**src/r2y_fifo.sv**
```systemverilog
// Small register queue with occupancy count.
module r2y_fifo #(
  parameter int unsigned WIDTH = 8,
  parameter int unsigned DEPTH = 4,
  localparam int unsigned PW   = (DEPTH > 1) ? $clog2(DEPTH) : 1,
  localparam int unsigned CW   = $clog2(DEPTH + 1)
) (
  input  logic             clk,
  input  logic             rst_n,
  input  logic             wr_en,
  input  logic [WIDTH-1:0] wr_data,
  input  logic             rd_en,
  output logic [WIDTH-1:0] rd_data,
  output logic [CW-1:0]    count
);

  logic [WIDTH-1:0] mem_r [DEPTH];
  logic [PW-1:0]    wr_ptr_r, wr_ptr_nxt;
  logic [PW-1:0]    rd_ptr_r, rd_ptr_nxt;
  logic [CW-1:0]    count_r, count_nxt;

  // Advance pointers and count
  always_comb begin
    wr_ptr_nxt = wr_ptr_r;
    rd_ptr_nxt = rd_ptr_r;
    count_nxt  = count_r;
    if (wr_en) begin
      wr_ptr_nxt = (wr_ptr_r == PW'(DEPTH - 1)) ? '0 : wr_ptr_r + 1'b1;
    end
    if (rd_en) begin
      rd_ptr_nxt = (rd_ptr_r == PW'(DEPTH - 1)) ? '0 : rd_ptr_r + 1'b1;
    end
    if (wr_en && !rd_en) begin
      count_nxt = count_r + 1'b1;
    end else if (rd_en && !wr_en) begin
      count_nxt = count_r - 1'b1;
    end
  end

  always_ff @(posedge clk) begin
    if (!rst_n) begin
      wr_ptr_r <= '0;
      rd_ptr_r <= '0;
      count_r  <= '0;
    end else begin
      wr_ptr_r <= wr_ptr_nxt;
      rd_ptr_r <= rd_ptr_nxt;
      count_r  <= count_nxt;
    end
  end

  // Store the incoming beat
  always_ff @(posedge clk) begin
    if (wr_en) begin
      mem_r[wr_ptr_r] <= wr_data;
    end
  end

  assign rd_data = mem_r[rd_ptr_r];
  assign count   = count_r;

`ifndef SYNTHESIS
  a_no_overflow: assert property (@(posedge clk) disable iff (!rst_n)
    wr_en |-> (count_r < CW'(DEPTH)) || rd_en)
    else $error("queue written while full");
  a_no_underflow: assert property (@(posedge clk) disable iff (!rst_n)
    rd_en |-> count_r != '0)
    else $error("queue read while empty");
`endif

endmodule

```
**config.mk**
```make
export PLATFORM = sky130hd
export DESIGN_NAME = r2y_fifo
export DESIGN_NICKNAME = d
export VERILOG_FILES = /design/src/r2y_fifo.sv
export SDC_FILE = /design/constraint.sdc
export NUM_CORES = 1
export LEC_CHECK = 0
export BUFFER_PORTS_ARGS = -buffer_cell sky130_fd_sc_hd__buf_2
export CAP_MARGIN = 20
export CORE_MARGIN = 3
export CORE_UTILIZATION = 55
export CTS_BUF_LIST = sky130_fd_sc_hd__clkbuf_16
export CTS_CLUSTER_SIZE = 24
export DETAILED_ROUTE_END_ITERATION = 10
export HOLD_SLACK_MARGIN = 0.03
export PLACE_DENSITY = 0.77
export REMOVE_ABC_BUFFERS = 1
export SYNTH_ARGS = -nofsm -noshare
export SYNTH_HDL_FRONTEND = slang
export SYNTH_SLANG_ARGS = --single-unit
```
**constraint.sdc**
```tcl
create_clock -name clk -period 2.2 [get_ports clk]
set_input_delay 0.11 -clock clk [delete_from_list [all_inputs] [get_ports clk]]
set_output_delay 0.11 -clock clk [all_outputs]
set_load 0.02 [all_outputs]
```
Word-level counts from Yosys, hierarchy flattened
Memories as Yosys holds them, arrays and structs flattened. A register that Yosys moved wholly into a read port is not among the register bits. Index checks and enable logic that the tools add are counted.

Flip-flop bits (word level): 7. Bits in latches: 0. Bits in writable memories: 32. Bits in read-only memories: 0. Bits of input ports: 12. Output and inout port bits: 11. Word-level logic and storage cells: 23. Memories kept: 1.

Memories: mem_r (words 4, bits a word 8, read ports 1, clocked after Yosys merged registers in 1, wr ports 1, line 17) `logic [WIDTH-1:0] mem_r [DEPTH];`.

Add/sub/neg operators: 4. $mul: 0. Div/mod/pow operators: 0. Magnitude comparators: 0. Equal/unequal tests: 2. Shifts and indexed selects: 0. Muxes and demuxes: 8. Bitwise operators: 0. Reduce and logical (&&, ||, !) cells: 5.

Operators with widths (number): $mux 2 (4); $mux 3 (2); $add 2x1->2 const B (2); $eq 2x2->1 const B (2); $add 3x1->3 const B (1); $sub 3x1->3 const B (1); $logic_and 1x1->1 (2); $logic_not 1->1 (2); $mux 1 (2); $reduce_bool 2->1 (1).

Logic depth before layout (Yosys ltp)
Gate-level depths: netlist of run 1.

Depth after elaboration: 4. Mapped depth: 7. Gate-level depth less buffers: 7.

Worst setup path before layout of run 1
OpenSTA, ideal clock, no wires.

Kind: reg2reg. Start point: register count_r[0], in the netlist count[0]. End point: register count_r[2], in the netlist count[2]. Library setup time: 0.070 ns. Data arrival time: 1.397 ns. Data required time: 2.130 ns. Setup slack: 0.733 ns. Stages on the path, launching flop included: 5. Path buffers: 0. Period minus slack after synthesis: 1.467 ns. Cells stage by stage: dfxtp_1 > fa_1 > xor2_1 > or3_1 > a21boi_1.

Longest elaborated chain between the ends: 3. Elaborated cells between the ends (all ways): 4. Classes of those cells: add/sub: 2; mux: 2.

Ends and longest elaborated chain: start, declared (line 20) `logic [CW-1:0] count_r, count_nxt;`; start signal, assigned (line 48) `count_r <= count_nxt;`; $sub 3x1->3 (line 36) `count_nxt = count_r - 1'b1;`; $mux 3 (line 35) `end else if (rd_en && !wr_en) begin`; $mux 3 * (line 33) `if (wr_en && !rd_en) begin`.

Every way passes the cells marked *; elsewhere a longest branch is shown, timed or not. The select of a mux whose other input is x is not followed. A chain may end at the register's enable or synchronous reset.

==> summary.md, run 1 <==
| Metric | Value |
|---|---|
| Status | finished clean |
| Cell Chain, Critical Path | mux4_2 -> buf_2 |
| H-tree levels | 2 |
| Top Layer Used | met4 |
| Drt wl/cell | 17.8 um |
| Final instance area | approximately 0.0019 sq mm |
| Overall routed net length | roughly 2500 um |
| Post-DRT Antenna Nets | 0 |
| Crit path max-delay family | flip-flops |
| CTS sink cnt | between 40 and 50 |
| Final net count | 130 |
| Syn avg cell area | roughly 19 sq um |
| Synth Cell Area | approximately 0.0016 sq mm |
| Residual DRC | 0 |
| Crit end category | output port |
| DP Area | about 0.0017 sq mm |
| Commonest cells post-synth | edfxtp_1, dfxtp_1, mux4_2 |
| Worst VDD drop | about 0.001 V |
| Final setup vio count | 0 |
| Slew HR | 0.644 |
| Global-route wire length before repair | 4080 um |
| Share of cells above drive strength 1 | 0.321 |
| Hold path endpoint | mem_r[2][2] |
| Largest net degree at the start of global routing | 14 |
| Gp weighted congestion | around 0.64 |
| Full die area | between 0.003 and 0.004 sq mm |
| Met3 Wirelength | about 160 um |
| CP max FO | 8 |
| Top cells by area, synth | edfxtp_1, dfxtp_1, mux4_2 |
| Seq/Total Area, Yosys | 0.712 |
| CTS Hold Bufs | 0 |
| Number of I/O pins | 23 |
| Grt ovf | 0 |
| Die width | about 60 um |
| Number of synthesized flops with an enable pin | 32 |
| Met1 WL | 1040 um |
| Final Max Slew Viols | 0 |
| R2R depth | 4 |
| Final hold slack | ~0.046 ns |
| Critical path's slowest cell | dfxtp_1 |
| Routed vias | just under 800 |
| Share of the synthesized area in the top cell type | 0.600 |
| DRT Pass-1 Iters | 4 |
| Buffers on Ports | 22 |
| Kind of critical path | register to output port |
| Post-DP HPWL | ~1800 um |
| Yosys reg bits | about 40 |
| Root Buffer | clkbuf_16 |
| PD cells | 950 mW/mm^2 |
| Synth area leader | edfxtp_1 |
| CP max stage delay | 0.65 ns |
| Req. time, crit path | 2.09 ns |
| Via density | 5.43 |
| Starting density of the core | 0.614 |
| Async SR Flop Fraction | 0 |
| R2r setup slk | around 0.75 ns |
| CTS resizes | 0 |
| Die Ht | around 60 um |
| Layout Skew | 0.00744 ns |
| Final hold violation count | 0 |
| Antenna violations before repair | 0 |
| Max frequency | approximately 560 MHz |
| Syn. warnings | 0 |
| Worst Hold Class | primary input to register |
| Setup total negative slack | 0 ns |
| WP buf/inv | 1 |
| CTS Buf Count | 5 |
| Drt initial violations | 22 |
| Antenna cells | 0 |
| Synthesized instance count | 84 |
| CTS tree | built |
| Sequential standard cell area | 0.00114 sq mm |
| CP arrival | 1.68 ns |
| Total power draw | 1780 uW |
| Latest clock arrival within the worst-skew pair | 0.28 ns |
| Hold Startpoint | wr_data[2] |
| Gr usage total | 0.170 |
| Core area | around 0.0026 sq mm |
| Footprint of the multi-input gates | 430 sq um |
| Clock slew at reported path FFs | ~0.050 ns |
| Cell row count | 18 |
| Synth cell types | 19 |
| Worst flop-to-flop path endpoint | count[2] |
| Leak | 0.000703 uW |
| Worst-margin pin slew | around 0.53 ns |
| RR Startpoint | count[0] |
| Post-CTS Setup Inserts | 0 |
| Fin crit period | approximately 1.8 ns |
| Main flop type after synthesis | edfxtp_1 |
| Area delta synth->final | 16.9% |
| Vias in the first global route | roughly 850 |
| Fillcell total | roughly 170 |
| RSZ-0062 raised after global routing | false |
| Clock Path Buffers | 2 |
| Wire length on met2 | around 1300 um |
| Max Cap Violations | 0 |
| Worst Hold Path Cells | 1 |
| Setup crit start kind | register |
| Period utilization | 0.815 |
| Top-count cell post-synth | edfxtp_1 |
## metal layers
| metal | up-vias | global-route usage |
|---|---|---|
| li1 | 374 | - |
| met1 | 369 | 0.189 |
| met2 | 22 | 0.267 |
| met3 | 6 | 0.0799 |
| met4 | 0 | 0.0949 |
| met5 | - | 0 |
## placed cells by master (no fill, tap or decap), drive strengths merged
| cell type | n |
|---|---|
| edfxtp | 32 |
| buf | 22 |
| dfxtp | 9 |
| mux4 | 8 |
| ha | 6 |
| inv | 5 |
| and2 | 5 |
| nor2b | 5 |
| clkbuf | 5 |
| mux2i | 4 |
| xnor2 | 1 |
| nor2 | 1 |
| nor3 | 1 |
| o21a | 1 |
| xor2 | 1 |
| o21ai | 1 |
| or3 | 1 |
| a21boi | 1 |
| fa | 1 |
| clkinvlp | 1 |
| clkinv | 1 |
## area by class of cell
type                       count  area share
tap                           30      0.0200
clock buffer                   5      0.0668
sequential                    41       0.609
clock inverter                 3     0.00801
timing repair buffer          22      0.0587
multi-input combinational     37       0.230
inverter                       4     0.00801
## cell families after synthesis
kind of cell | Yosys count | synth area share
AND/OR/NAND/NOR | 13 | 0.0484
AO/OA/AOI/OAI | 3 | 0.0125
adder cells (fa/ha/maj) | 7 | 0.0593
XOR/XNOR | 2 | 0.0109
buffers and inverters | 6 | 0.0195
flip-flops | 41 | 0.712
multiplexers | 12 | 0.137
## power breakdown
group	switching, uW	internal [uW]	total, uW
combinational	104	87.1	191
clock	265	411	676
sequential	31.8	882	914
## state kept, by name (all words and copies together), names as in the netlist, named ones only
name,cells
mem_r,32
count,3
wr_ptr_r,2
rd_ptr_r,2
## worst max-delay path by stage
stage                        start    endpoint  slack [ns]  cells after the start
after CTS                 register  rd_data[4]        0.35                      2
final                     register  rd_data[4]        0.41                      2
after global placement       rd_en    count[2]        0.64                      8
after floorplan           count[0]    count[2]        0.73                      4
after global routing      register  rd_data[4]        0.28                      2
after detailed placement     rd_en    count[2]        0.61                      8
## metrics by stage
stage / utilization / instances / setup slack, ns
2_1_floorplan: - / 82 / 0.733
3_3_place_gp: 0.664 / 134 / 0.643
3_5_place_dp: 0.664 / 134 / 0.612
4_1_cts: 0.717 / 142 / 0.352
5_1_grt: 0.717 / 142 / 0.276
6_report: 0.717 / 142 / 0.407
No activity file was read; power rests on OpenSTA's default activity.
==> run 2: changes to the inputs <==
==> constraint.sdc (replaced) <==
create_clock -name clk -period 1.8 [get_ports clk]
set_input_delay 0.09 -clock clk [delete_from_list [all_inputs] [get_ports clk]]
set_output_delay 0.09 -clock clk [all_outputs]
set_load 0.02 [all_outputs]
==> run 2 against run 1 <==
Die area stayed put; global-route usage is essentially flat; sequential power is 21% higher; flip-flop and latch count unchanged; largest cell class unchanged.
==> summary.md, run 2 (same netlist as run 1, synthesis figures left out) <==
| Metric | Value |
|---|---|
| Status | finished clean |
| Overall routed net length | 2510 um (-1.0%) |
| Gp weighted congestion | 0.638 (-0.22%) |
| Worst VDD drop | 0.000886 V (-11%) |
| Kind of critical path | register to output port |
| Buffers on Ports | 22 (unchanged) |
| Drt initial violations | 35 (+59%) |
| Most frequent cells in the layout | edfxtp_1, buf_2, dfxtp_1, mux4_2 |
| Latest clock arrival within the worst-skew pair | 0.27 ns (about the same) |
| Worst Hold Class | primary input to register |
| Core area | 0.00261 sq mm (unchanged) |
| DRT Pass-1 Iters | 4 (unchanged) |
| Share of cells above drive strength 1 | 0.325 (+0.00313) |
| Slew HR | 0.722 (+0.0777) |
| Die Ht | 60.0 um (unchanged) |
| H-tree levels | 2 (unchanged) |
| Most common cell after layout, fill and taps aside | edfxtp_1 |
| Leak | 0.000725 uW (+3.1%) |
| Antenna violations before repair | 0 (unchanged) |
| Final hold violation count | 0 (unchanged) |
| Setup total negative slack | 0 ns (unchanged) |
| Vias in the first global route | 839 (-0.83%) |
| Total power draw | 2260 uW (+27%) |
| CTS resizes | 0 (unchanged) |
| Final hold slack | 0.0365 ns (-0.00926 ns) |
| CTS Buf Count | 5 (unchanged) |
| Final net count | 132 (+1.5%) |
| Largest register FFs | 32 (unchanged) |
| Residual DRC | 0 (unchanged) |
| Layout Skew | 0.00221 ns (-0.00523 ns) |
| Fillcell total | 178 (+4.1%) |
| Register with the most flip-flops | mem_r |
| Number of I/O pins | 23 (unchanged) |
| Post-DRT Antenna Nets | 0 (unchanged) |
| Req. time, crit path | 1.71 ns (-0.38 ns) |
| Gr usage total | 0.170 (-0.000234) |
| Crit end category | output port |
| Grt ovf | 0 (unchanged) |
| Max frequency | 638 MHz |
| Cell row count | 18 (unchanged) |
| Drt wl/cell | 17.4 um (-2.4%) |
| Fin crit period | 1.57 ns |
| Clock slew at reported path FFs | 0.06 ns (about the same) |
| CP max FO | 8 (unchanged) |
| Starting density of the core | 0.614 (unchanged) |
| Antenna cells | 0 (unchanged) |
| Setup crit start kind | register |
| Worst-margin pin slew | 0.418 ns (-0.116 ns) |
| Post-DP HPWL | 1700 um (-6.6%) |
| CP arrival | 1.48 ns (-0.20 ns) |
| Root Buffer | clkbuf_16 |
| Area delta synth->final | 19.1% |
| Clock Path Buffers | 2 (unchanged) |
| CTS sink cnt | 41 (unchanged) |
| Global-route wire length before repair | 4130 um (+1.2%) |
| PD cells | 1180 mW/mm^2 (+25%) |
| RSZ-0062 raised after global routing | false |
| Max Cap Violations | 0 (unchanged) |
| Via density | 5.47 (+0.79%) |
| Full die area | 0.00360 sq mm (unchanged) |
| Post-CTS Setup Inserts | 0 (unchanged) |
| Final setup vio count | 0 (unchanged) |
| Final Max Slew Viols | 0 (unchanged) |
| CTS tree | built |
| Die width | 60.0 um (unchanged) |
| Period utilization | 0.871 |
| Routed vias | 788 (+2.2%) |
| Largest net degree at the start of global routing | 13 (-1) |
-- run 2: area by class of cell --
cell class                 instances  area (sq um)  share of cell area
clock buffer                       6           150              0.0786
clock inverter                     2          7.51             0.00393
inverter                           4          15.0             0.00786
multi-input combinational         37           430               0.225
sequential                        41          1140               0.598
tap                               30          37.5              0.0197
timing repair buffer              24           128              0.0668
-- run 2: path summary, 6_finish.rpt --
kind	to	slack [ns]	start	depth (start not counted)
setup / recovery	rd_data[6]	0.23	register	3
hold / removal	mem_r[0][2]	0.04	wr_data[2]	1
setup reg to reg	count[2]	0.30	count[0]	4
hold reg to reg	count[2]	0.56	count[2]	2
-- run 2: timing repair --
action                                 in CTS  in global routing
hold buffers                                1                  0
setup endpoints to repair                   0                  0
endpoints found under the hold margin       4                  0
-- run 2: power breakdown --
part | internal (uW) | switching, uW
clock | 587 | 313
combinational | 111 | 138
sequential | 1080 | 33.2
-- run 2: routing by layer --
layer / vias up / part of all wire / global-route usage
met5: - / 0 / 0
met1: 383 / 0.39 / 0.190
li1: 377 / - / -
met2: 22 / 0.53 / 0.290
met3: 6 / 0.059 / 0.0691
met4: 0 / 0.012 / 0.0601
-- run 2: stage by stage --
step	utilization	worst slack, ns	std cells	cell area [sq um]
floorplan	-	0.333	82	1590
global placement	0.667	0.296	135	1740
detailed placement	0.667	0.180	135	1740
CTS	0.731	0.211	144	1910
global route	0.731	0.163	144	1910
finish	0.731	0.232	144	1910
-- run 2: worst max-delay path, cell delays in order, from the launching register on --
cell     delay (ns)
dfxtp_1        0.31
buf_4          0.21
mux4_2         0.51
buf_2          0.17
