`config.mk`:
```
export PLATFORM = sky130hd
export DESIGN_NAME = r2y_back
export DESIGN_NICKNAME = d
export VERILOG_FILES = /design/src/r2y_pkg.sv /design/src/r2y_back.sv
export SDC_FILE = /design/constraint.sdc
export NUM_CORES = 1
export LEC_CHECK = 0
export ABC_AREA = 1
export CAP_MARGIN = 15
export CORE_MARGIN = 2
export CORE_UTILIZATION = 61
export CTS_CLUSTER_SIZE = 12
export DETAILED_ROUTE_END_ITERATION = 8
export DONT_BUFFER_PORTS = 1
export MAX_ROUTING_LAYER = met4
export PLACE_DENSITY = 0.8
export SLEW_MARGIN = 0
export SYNTH_ARGS = -nofsm -noshare
export SYNTH_HDL_FRONTEND = slang
export SYNTH_SLANG_ARGS = --single-unit
```
`constraint.sdc`:
```
create_clock -name clk -period 5.9 [get_ports clk]
set_input_delay 0.885 -clock clk [delete_from_list [all_inputs] [get_ports clk]]
set_output_delay 0.885 -clock clk [all_outputs]
set_load 0.02 [all_outputs]
```
`src/r2y_pkg.sv`:
```
// Shared types and constants of the RGB to YUV 4:2:0 converter.
package r2y_pkg;

  // Configuration register indexes
  typedef enum logic [0:0] {
    REG_FRAME_WIDTH  = 1'b0,
    REG_FRAME_HEIGHT = 1'b1
  } cfg_reg_t;

  localparam int unsigned CFG_W      = 13;
  localparam int unsigned SIZE_W     = 14;
  localparam logic [CFG_W-1:0] WIDTH_RESET  = 13'd1920;
  localparam logic [CFG_W-1:0] HEIGHT_RESET = 13'd1080;

  // Queue depths and occupancy count widths
  localparam int unsigned MID_DEPTH   = 4;
  localparam int unsigned OUT_DEPTH   = 8;
  localparam int unsigned MID_CNT_W   = $clog2(MID_DEPTH + 1);
  localparam int unsigned OUT_CNT_W   = $clog2(OUT_DEPTH + 1);

  // BT.601 weights, scaled by 1000
  localparam int unsigned Y_KR   = 257;
  localparam int unsigned Y_KG   = 504;
  localparam int unsigned Y_KB   = 98;
  localparam int unsigned Y_OFS  = 16;
  localparam int unsigned CB_KR  = 148;
  localparam int unsigned CB_KG  = 291;
  localparam int unsigned CB_KB  = 439;
  localparam int unsigned CR_KR  = 439;
  localparam int unsigned CR_KG  = 368;
  localparam int unsigned CR_KB  = 71;
  localparam int unsigned C_OFS  = 128000;

  // Weighted sums stay below 2^18
  localparam int unsigned SUM_W  = 18;

  // floor(x / 1000) = (x * RECIP_M) >> RECIP_SHIFT, exact for x < 2^18
  localparam int unsigned RECIP_M     = 268436;
  localparam int unsigned RECIP_W     = 19;
  localparam int unsigned RECIP_SHIFT = 28;
  localparam int unsigned PROD_W      = SUM_W + RECIP_W;

  // Classified pixel handed from front to back
  typedef struct packed {
    logic [7:0]  red;
    logic [7:0]  green;
    logic [7:0]  blue;
    logic        chroma;
    logic [8:0]  sum_r;
    logic [8:0]  sum_g;
    logic [8:0]  sum_b;
    logic [26:0] pair;
    logic        frame_end;
  } mid_item_t;

  // Finished result beat
  typedef struct packed {
    logic [7:0] luma;
    logic       chroma_valid;
    logic [7:0] chroma_blue;
    logic [7:0] chroma_red;
    logic       frame_end;
  } res_item_t;

endpackage

```
`src/r2y_back.sv`:
```
// Back part: luma and chroma arithmetic with reciprocal division by 1000.
module r2y_back (
  input  logic                           clk,
  input  logic                           rst_n,
  input  logic                           avail,
  input  r2y_pkg::mid_item_t             item,
  output logic                           take,
  input  logic [r2y_pkg::OUT_CNT_W-1:0]  out_count,
  output logic                           res_valid,
  output r2y_pkg::res_item_t             res
);

  localparam int unsigned SW = r2y_pkg::SUM_W;
  localparam int unsigned PW = r2y_pkg::PROD_W;
  localparam int unsigned CW = r2y_pkg::OUT_CNT_W + 2;

  // Stage 1: luma sum and block averages
  logic          b1_v_r, b1_chroma_r, b1_fend_r;
  logic [SW-1:0] b1_ysum_r;
  logic [7:0]    b1_ar_r, b1_ag_r, b1_ab_r;
  // Stage 2: chroma numerators
  logic          b2_v_r, b2_chroma_r, b2_fend_r;
  logic [SW-1:0] b2_ysum_r, b2_cb_r, b2_cr_r;
  // Stage 3: reciprocal products
  logic          b3_v_r, b3_chroma_r, b3_fend_r;
  logic [PW-1:0] b3_yp_r, b3_cbp_r, b3_crp_r;

  logic [SW-1:0] ysum_nxt, cb_nxt, cr_nxt;
  logic [7:0]    ar_nxt, ag_nxt, ab_nxt;
  logic [CW-1:0] used;
  logic [7:0]    yq, cbq, crq;

  // Take a beat only when the output queue has room for all in flight
  assign used = CW'(out_count) + CW'(b1_v_r) + CW'(b2_v_r) + CW'(b3_v_r);
  assign take = avail && (used < CW'(r2y_pkg::OUT_DEPTH));

  always_comb begin
    ysum_nxt = SW'(SW'(item.red)   * SW'(r2y_pkg::Y_KR))
             + SW'(SW'(item.green) * SW'(r2y_pkg::Y_KG))
             + SW'(SW'(item.blue)  * SW'(r2y_pkg::Y_KB));
    ar_nxt = 8'((10'(item.sum_r) + 10'(item.pair[8:0]))   >> 2);
    ag_nxt = 8'((10'(item.sum_g) + 10'(item.pair[17:9]))  >> 2);
    ab_nxt = 8'((10'(item.sum_b) + 10'(item.pair[26:18])) >> 2);
  end

  // Numerators stay non-negative, so modular arithmetic is exact
  always_comb begin
    cb_nxt = SW'(SW'(b1_ab_r) * SW'(r2y_pkg::CB_KB)) + SW'(r2y_pkg::C_OFS)
           - SW'(SW'(b1_ar_r) * SW'(r2y_pkg::CB_KR))
           - SW'(SW'(b1_ag_r) * SW'(r2y_pkg::CB_KG));
    cr_nxt = SW'(SW'(b1_ar_r) * SW'(r2y_pkg::CR_KR)) + SW'(r2y_pkg::C_OFS)
           - SW'(SW'(b1_ag_r) * SW'(r2y_pkg::CR_KG))
           - SW'(SW'(b1_ab_r) * SW'(r2y_pkg::CR_KB));
  end

  // Advance valid bits
  always_ff @(posedge clk) begin
    if (!rst_n) begin
      b1_v_r <= 1'b0;
      b2_v_r <= 1'b0;
      b3_v_r <= 1'b0;
    end else begin
      b1_v_r <= take;
      b2_v_r <= b1_v_r;
      b3_v_r <= b2_v_r;
    end
  end

  // Pipeline payload
  always_ff @(posedge clk) begin
    b1_chroma_r <= item.chroma;
    b1_fend_r   <= item.frame_end;
    b1_ysum_r   <= ysum_nxt;
    b1_ar_r     <= ar_nxt;
    b1_ag_r     <= ag_nxt;
    b1_ab_r     <= ab_nxt;

    b2_chroma_r <= b1_chroma_r;
    b2_fend_r   <= b1_fend_r;
    b2_ysum_r   <= b1_ysum_r;
    b2_cb_r     <= cb_nxt;
    b2_cr_r     <= cr_nxt;

    b3_chroma_r <= b2_chroma_r;
    b3_fend_r   <= b2_fend_r;
    b3_yp_r     <= PW'(b2_ysum_r) * PW'(r2y_pkg::RECIP_M);
    b3_cbp_r    <= PW'(b2_cb_r)   * PW'(r2y_pkg::RECIP_M);
    b3_crp_r    <= PW'(b2_cr_r)   * PW'(r2y_pkg::RECIP_M);
  end

  // Drop the fraction, add the luma offset, zero chroma off-block
  assign yq  = b3_yp_r[r2y_pkg::RECIP_SHIFT +: 8];
  assign cbq = b3_cbp_r[r2y_pkg::RECIP_SHIFT +: 8];
  assign crq = b3_crp_r[r2y_pkg::RECIP_SHIFT +: 8];

  always_comb begin
    res.luma         = yq + 8'(r2y_pkg::Y_OFS);
    res.chroma_valid = b3_chroma_r;
    res.chroma_blue  = b3_chroma_r ? cbq : 8'd0;
    res.chroma_red   = b3_chroma_r ? crq : 8'd0;
    res.frame_end    = b3_fend_r;
  end

  assign res_valid = b3_v_r;

endmodule

```
; ---- Word level (Yosys, flattened, before mapping)
; Index checks and enable logic that the tools add are counted.
[totals]
register_bits = 207
in_bits = 87
out_inout_bits = 28
[classes]
n_addsub = 15
multipliers = 12
n_lt_le_gt_ge = 1
n_mux = 2
n_reduce_logical = 1
[op_table]
columns = op, n
row1 = "18-bit by 17-bit multiplier with 34-bit output, second input constant", 3
row2 = "8-bit by 9-bit multiplier with 17-bit output, second input constant", 4
row3 = "8-bit by 6-bit multiplier with 14-bit output, second input constant", 3
row4 = "17-bit by 17-bit adder with 18-bit output, second input constant", 2
row5 = 18-bit by 17-bit subtractor with 18-bit output, 2
row6 = 9-bit by 9-bit adder with 10-bit output, 3
row7 = 17-bit by 17-bit adder with 18-bit output, 1
row8 = 18-bit by 15-bit adder with 18-bit output, 1
row9 = 18-bit by 15-bit subtractor with 18-bit output, 1
row10 = 18-bit by 16-bit subtractor with 18-bit output, 1
row11 = 8-bit two-way mux, 2
row12 = "8-bit by 7-bit multiplier with 15-bit output, second input constant", 1
row13 = "8-bit by 5-bit multiplier with 13-bit output, second input constant", 1
row14 = "8-bit by 5-bit adder with 8-bit output, second input constant", 1
row15 = 5-bit by 1-bit adder with 6-bit output, 1
row16 = 6-bit by 1-bit adder with 6-bit output, 1
row17 = "6-bit by 4-bit less-than comparator with 1-bit output, second input constant", 1
row18 = 4-bit by 1-bit adder with 5-bit output, 1
row19 = 1-bit logical AND, 1

; ---- Longest topological paths before layout
[logic_depth]
word_depth = 5
ltp_mapped = 29
depth_no_buf = 29

; ---- Least setup slack after synthesis
; OpenSTA, ideal clock, no wires.
[synth_timing]
path_type = register to register
from = register b1_ar_r[7]
to = register b2_cb_r[17]
arrival_ns = 6.312
required_ns = 5.788
slack_ns = -0.524
stages_incl_launch_ff = 29
period_less_slack_ns = 6.424
cell_sequence = dfxtp_1 -> ha_1 -> ha_1 -> inv_1 -> fa_1 -> inv_1 -> ha_1 -> nand3_1 -> nand2_1 -> nand2_1 -> a31oi_1 -> xnor2_1 -> inv_1 -> ha_1 -> inv_1 -> fa_1 -> inv_1 -> ha_1 -> fa_1 -> fa_1 -> fa_1 -> inv_1 -> ha_1 -> a21oi_1 -> o21ai_0 -> a21oi_1 -> nand2_1 -> nand2_1 -> nand2_1
[synth_via]
elab_chain_cells = 3
[synth_lines]
columns = item, line
row1 = "start, declared", r2y_back.sv:20  ; logic [7:0] b1_ar_r, b1_ag_r, b1_ab_r;
row2 = "start signal, assigned", r2y_back.sv:74  ; b1_ar_r <= ar_nxt;
row3 = 8-bit by 6-bit multiplier with 14-bit output, r2y_back.sv:49  ; - SW'(SW'(b1_ar_r) * SW'(r2y_pkg::CB_KR))
row4 = 18-bit by 16-bit subtractor with 18-bit output, r2y_back.sv:49
row5 = 18-bit by 17-bit subtractor with 18-bit output, r2y_back.sv:50  ; - SW'(SW'(b1_ag_r) * SW'(r2y_pkg::CB_KG));
row6 = net cb_nxt[17], r2y_back.sv:28  ; logic [SW-1:0] ysum_nxt, cb_nxt, cr_nxt;
row7 = "end signal, assigned", r2y_back.sv:81  ; b2_cb_r <= cb_nxt;
row8 = "end, declared", r2y_back.sv:23  ; logic [SW-1:0] b2_ysum_r, b2_cb_r, b2_cr_r;
; The timed path passes the listed nets, and every way through them passes these cells.
; A chain may end at the register's enable or synchronous reset.

; ---- Worst setup path in the final report
[layout_timing]
from = register b1_ag_r[3]
to = register b2_cr_r[14]
[layout_via]
elab_chain_cells = 3
[layout_lines]
columns = item, line
row1 = "start, declared", r2y_back.sv:20
row2 = "start signal, assigned", r2y_back.sv:75  ; b1_ag_r <= ag_nxt;
row3 = 8-bit by 5-bit multiplier with 13-bit output, r2y_back.sv:52  ; - SW'(SW'(b1_ag_r) * SW'(r2y_pkg::CR_KG))
row4 = 18-bit by 17-bit subtractor with 18-bit output, r2y_back.sv:52
row5 = 18-bit by 15-bit subtractor with 18-bit output, r2y_back.sv:53  ; - SW'(SW'(b1_ab_r) * SW'(r2y_pkg::CR_KB));
row6 = net cr_nxt[14], r2y_back.sv:28
row7 = "end signal, assigned", r2y_back.sv:82  ; b2_cr_r <= cr_nxt;
row8 = "end, declared", r2y_back.sv:23
; The timed path passes the listed nets, and every way through them passes these cells.

==> metrics.txt <==
worst r2r src b1_ag_r[3]; Yosys top cell area share between 30 and 40%; post-synthesis cell count 3420; # diodes 0; reg2reg path depth 24; Sinks on Clock Net between 100 and 150; Initial DRT Pass Iterations 7; post-synth net total between 4k and 5k; slowest CP cell fa_1; Skew-Pair Late Insertion Delay ~0.49 ns; CTS Buffer Depth 2; CTS tree built; First DRT Iteration DRCs 1117; Root Driver clkbuf_16; ys flop type dfxtp_1; initial antenna violation count 0; Worst Path Max Fanout 4; critical path class reg2reg; core area 46300 sq um; sequential cell area fraction in the yosys report just over 9%; number of synthesized flops with an enable pin 0; # H-tree levels 4; Top delay family on crit path adder cells; crit-path cells ha_4, inv_2, fa_1, fa_1, inv_2, ha_4, nand2_4, inv_2, a21oi_4, xnor2_2, ha_1, ha_4, inv_2, fa_1, inv_2, fa_2, fa_1, fa_1, inv_2, ha_4, a21o_1, a31oi_1, nand3_1, xor2_1; Ys Warns 0; CP endpoint kind flip-flop; synthesized cell area 28400 sq um; largest net degree at the start of global routing 18; # port buffers 0; Yosys reg bits 129; final period utilization 105%; Synth top cells by count inv_1 (858), ha_1 (775), nand2_1 (582), fa_1 (330), nor2_1 (185); type of the most critical hold path reg2reg; DRT met1 WL 27.2 mm; length of routed met3 wiring 3.22 mm; Tmin final 6.20 ns; Via-to-Cell Ratio between 5 and 6; Syn-to-layout area delta 11.0%; setup TNS -1.66 ns; die height 220 um; GRT Util Overall 28.8%; vias 22.1k; largest cells by area after synthesis ha_1 (34%), fa_1 (23%), inv_1 (11%), dfxtp_1 (9.1%), nand2_1 (7.7%); failing checks setup timing; RD Place Congestion 0.998; number of global-route vias before repair 23.0k; Final Hold Viols 0; Worst Hold Depth 0; Slew HR 32.1%; Worst EP required 6.27 ns; cell taking the most area after synthesis ha_1; Max Clock Freq 161 MHz; Data arrival, critical path approximately 6.6 ns; die width 220 um; element type at the critical path start flip-flop; DP HPWL 54.5 mm; WL per Instance 15.8 um; Final nets 4734; first-pass GRT wire length 107 mm; RSZ-0062 raised after global routing true; Endpoint, Worst Hold b2_ysum_r[16]; status complete, but fails checks; Slew @ Worst Pin between 1 and 1.5 ns; Max Used Layer met4; crit-path most repeated cell inv_2; metal2 WL between 30 and 40 mm; top-count cell post-synth inv_1; final worst setup slack -0.304 ns; grt total ovfl 0; CP Buf/Inv Count 6; max-slew violation count 0; hold_sp b1_ysum_r[16]; r2r setup slk -0.30 ns; final wirelength 65.9 mm; # rows 79; Setup-failing EPs final 13; die footprint 48300 sq um; reg2reg end b2_cr_r[14]; IO Count 115; biggest cell delay along the critical path 0.55 ns; hold buffers post-CTS 0; layout cell share with drive strength beyond 1 a little under a tenth; DRC 0; Post-synth ARST share 0%; post-route ant nets 0; initial core utilization 61.3%; Unique masters post-synth 35; CTS clk-pin slew, worst paths 0.07 ns; Layout Skew 0.0147 ns; maxcap violations 0; CTS buffer count 17; syn avg cell area 8.30 sq um
how the worst max path moves through the flow:
stage	from	endpoint	slack (ns)	depth (start not counted)
2_1_floorplan	item[64]	b1_ysum_r[16]	0.007	24
3_3_place_gp	item[64]	b1_ysum_r[17]	-0.18	26
3_5_place_dp	item[64]	b1_ysum_r[17]	-0.33	26
4_1_cts	b1_ag_r[2]	b2_cr_r[16]	-0.05	27
5_1_grt	b1_ag_r[3]	b2_cr_r[14]	-0.49	23
6_report	b1_ag_r[3]	b2_cr_r[14]	-0.30	24
cells in the final DEF, fill, tap and decap left out, types with 20 or more instances in the layout:
master,count
inv_1,835
ha_1,729
nand2_1,558
fa_1,325
nor2_1,169
nand3_1,128
a21oi_1,122
dfxtp_1,118
buf_4,106
xor2_1,67
o21ai_0,46
ha_4,43
xnor2_1,30
inv_2,24
nand2_2,24
nor2_2,20
nor3_1,20
repair_timing:
action	in CTS	in global routing
gates resized for setup	80	103
cloned	0	0
hold endpoints to repair	0	0
endpoints found under the setup margin	18	24
pin swaps	64	60
buffers inserted	8	10
flip-flops by register name (all words and copies together), names as in the netlist:
| signal | cells |
|---|---|
| b2_ysum_r | 18 |
| b2_cr_r | 18 |
| b2_v_r | 1 |
| b3_fend_r | 1 |
| b1_v_r | 1 |
| b1_fend_r | 1 |
| b2_cb_r | 18 |
| b3_chroma_r | 1 |
| b1_ab_r | 8 |
| b3_cbp_r | 8 |
| b3_crp_r | 8 |
| b1_ar_r | 8 |
| b1_ag_r | 8 |
| res_valid | 1 |
| b1_chroma_r | 1 |
| b1_ysum_r | 18 |
| b2_chroma_r | 1 |
| b3_yp_r | 8 |
| b2_fend_r | 1 |
layer usage:
metal	vias to the layer above	track usage, %
met5	-	-
met3	161	3.53
li1	10900	-
met2	572	50.9
met4	0	11.8
met1	10400	33.2
cells by family after synthesis:
group / after synthesis / synth area share, %
adder cells (fa/ha/maj): 1105 / 57.5
AND/OR/NAND/NOR: 965 / 13.9
buffers and inverters: 867 / 11.5
AO/OA/AOI/OAI: 253 / 4.89
flip-flops: 129 / 9.10
XOR/XNOR: 101 / 3.12
final cells by class:
cell class,count,area (sq um)
Clock buffer,19,453
Clock inverter,13,128
Fill cell,3556,14700
Inverter,859,3220
Multi-Input combinational cell,2424,23500
Sequential cell,129,2610
Tap cell,607,759
Timing Repair Buffer,111,860
per-stage QoR:
step                      setup WS (ns)  hold slack (ns)  instance area [sq um]  cells  util, %
final                            -0.304            0.326                  31500   4162     68.1
after global routing             -0.485            0.330                  31500   4162     68.1
after CTS                       -0.0464            0.327                  31000   4152     67.0
after detailed placement         -0.334            0.312                  29900   4112     64.7
after global placement           -0.184            0.312                  29900   4112     64.7
after floorplan                 0.00713            0.310                  28500   3420        -
Power is not shown: default switching activity piles up to over one toggle a cycle in this logic, so the estimate is an artifact.
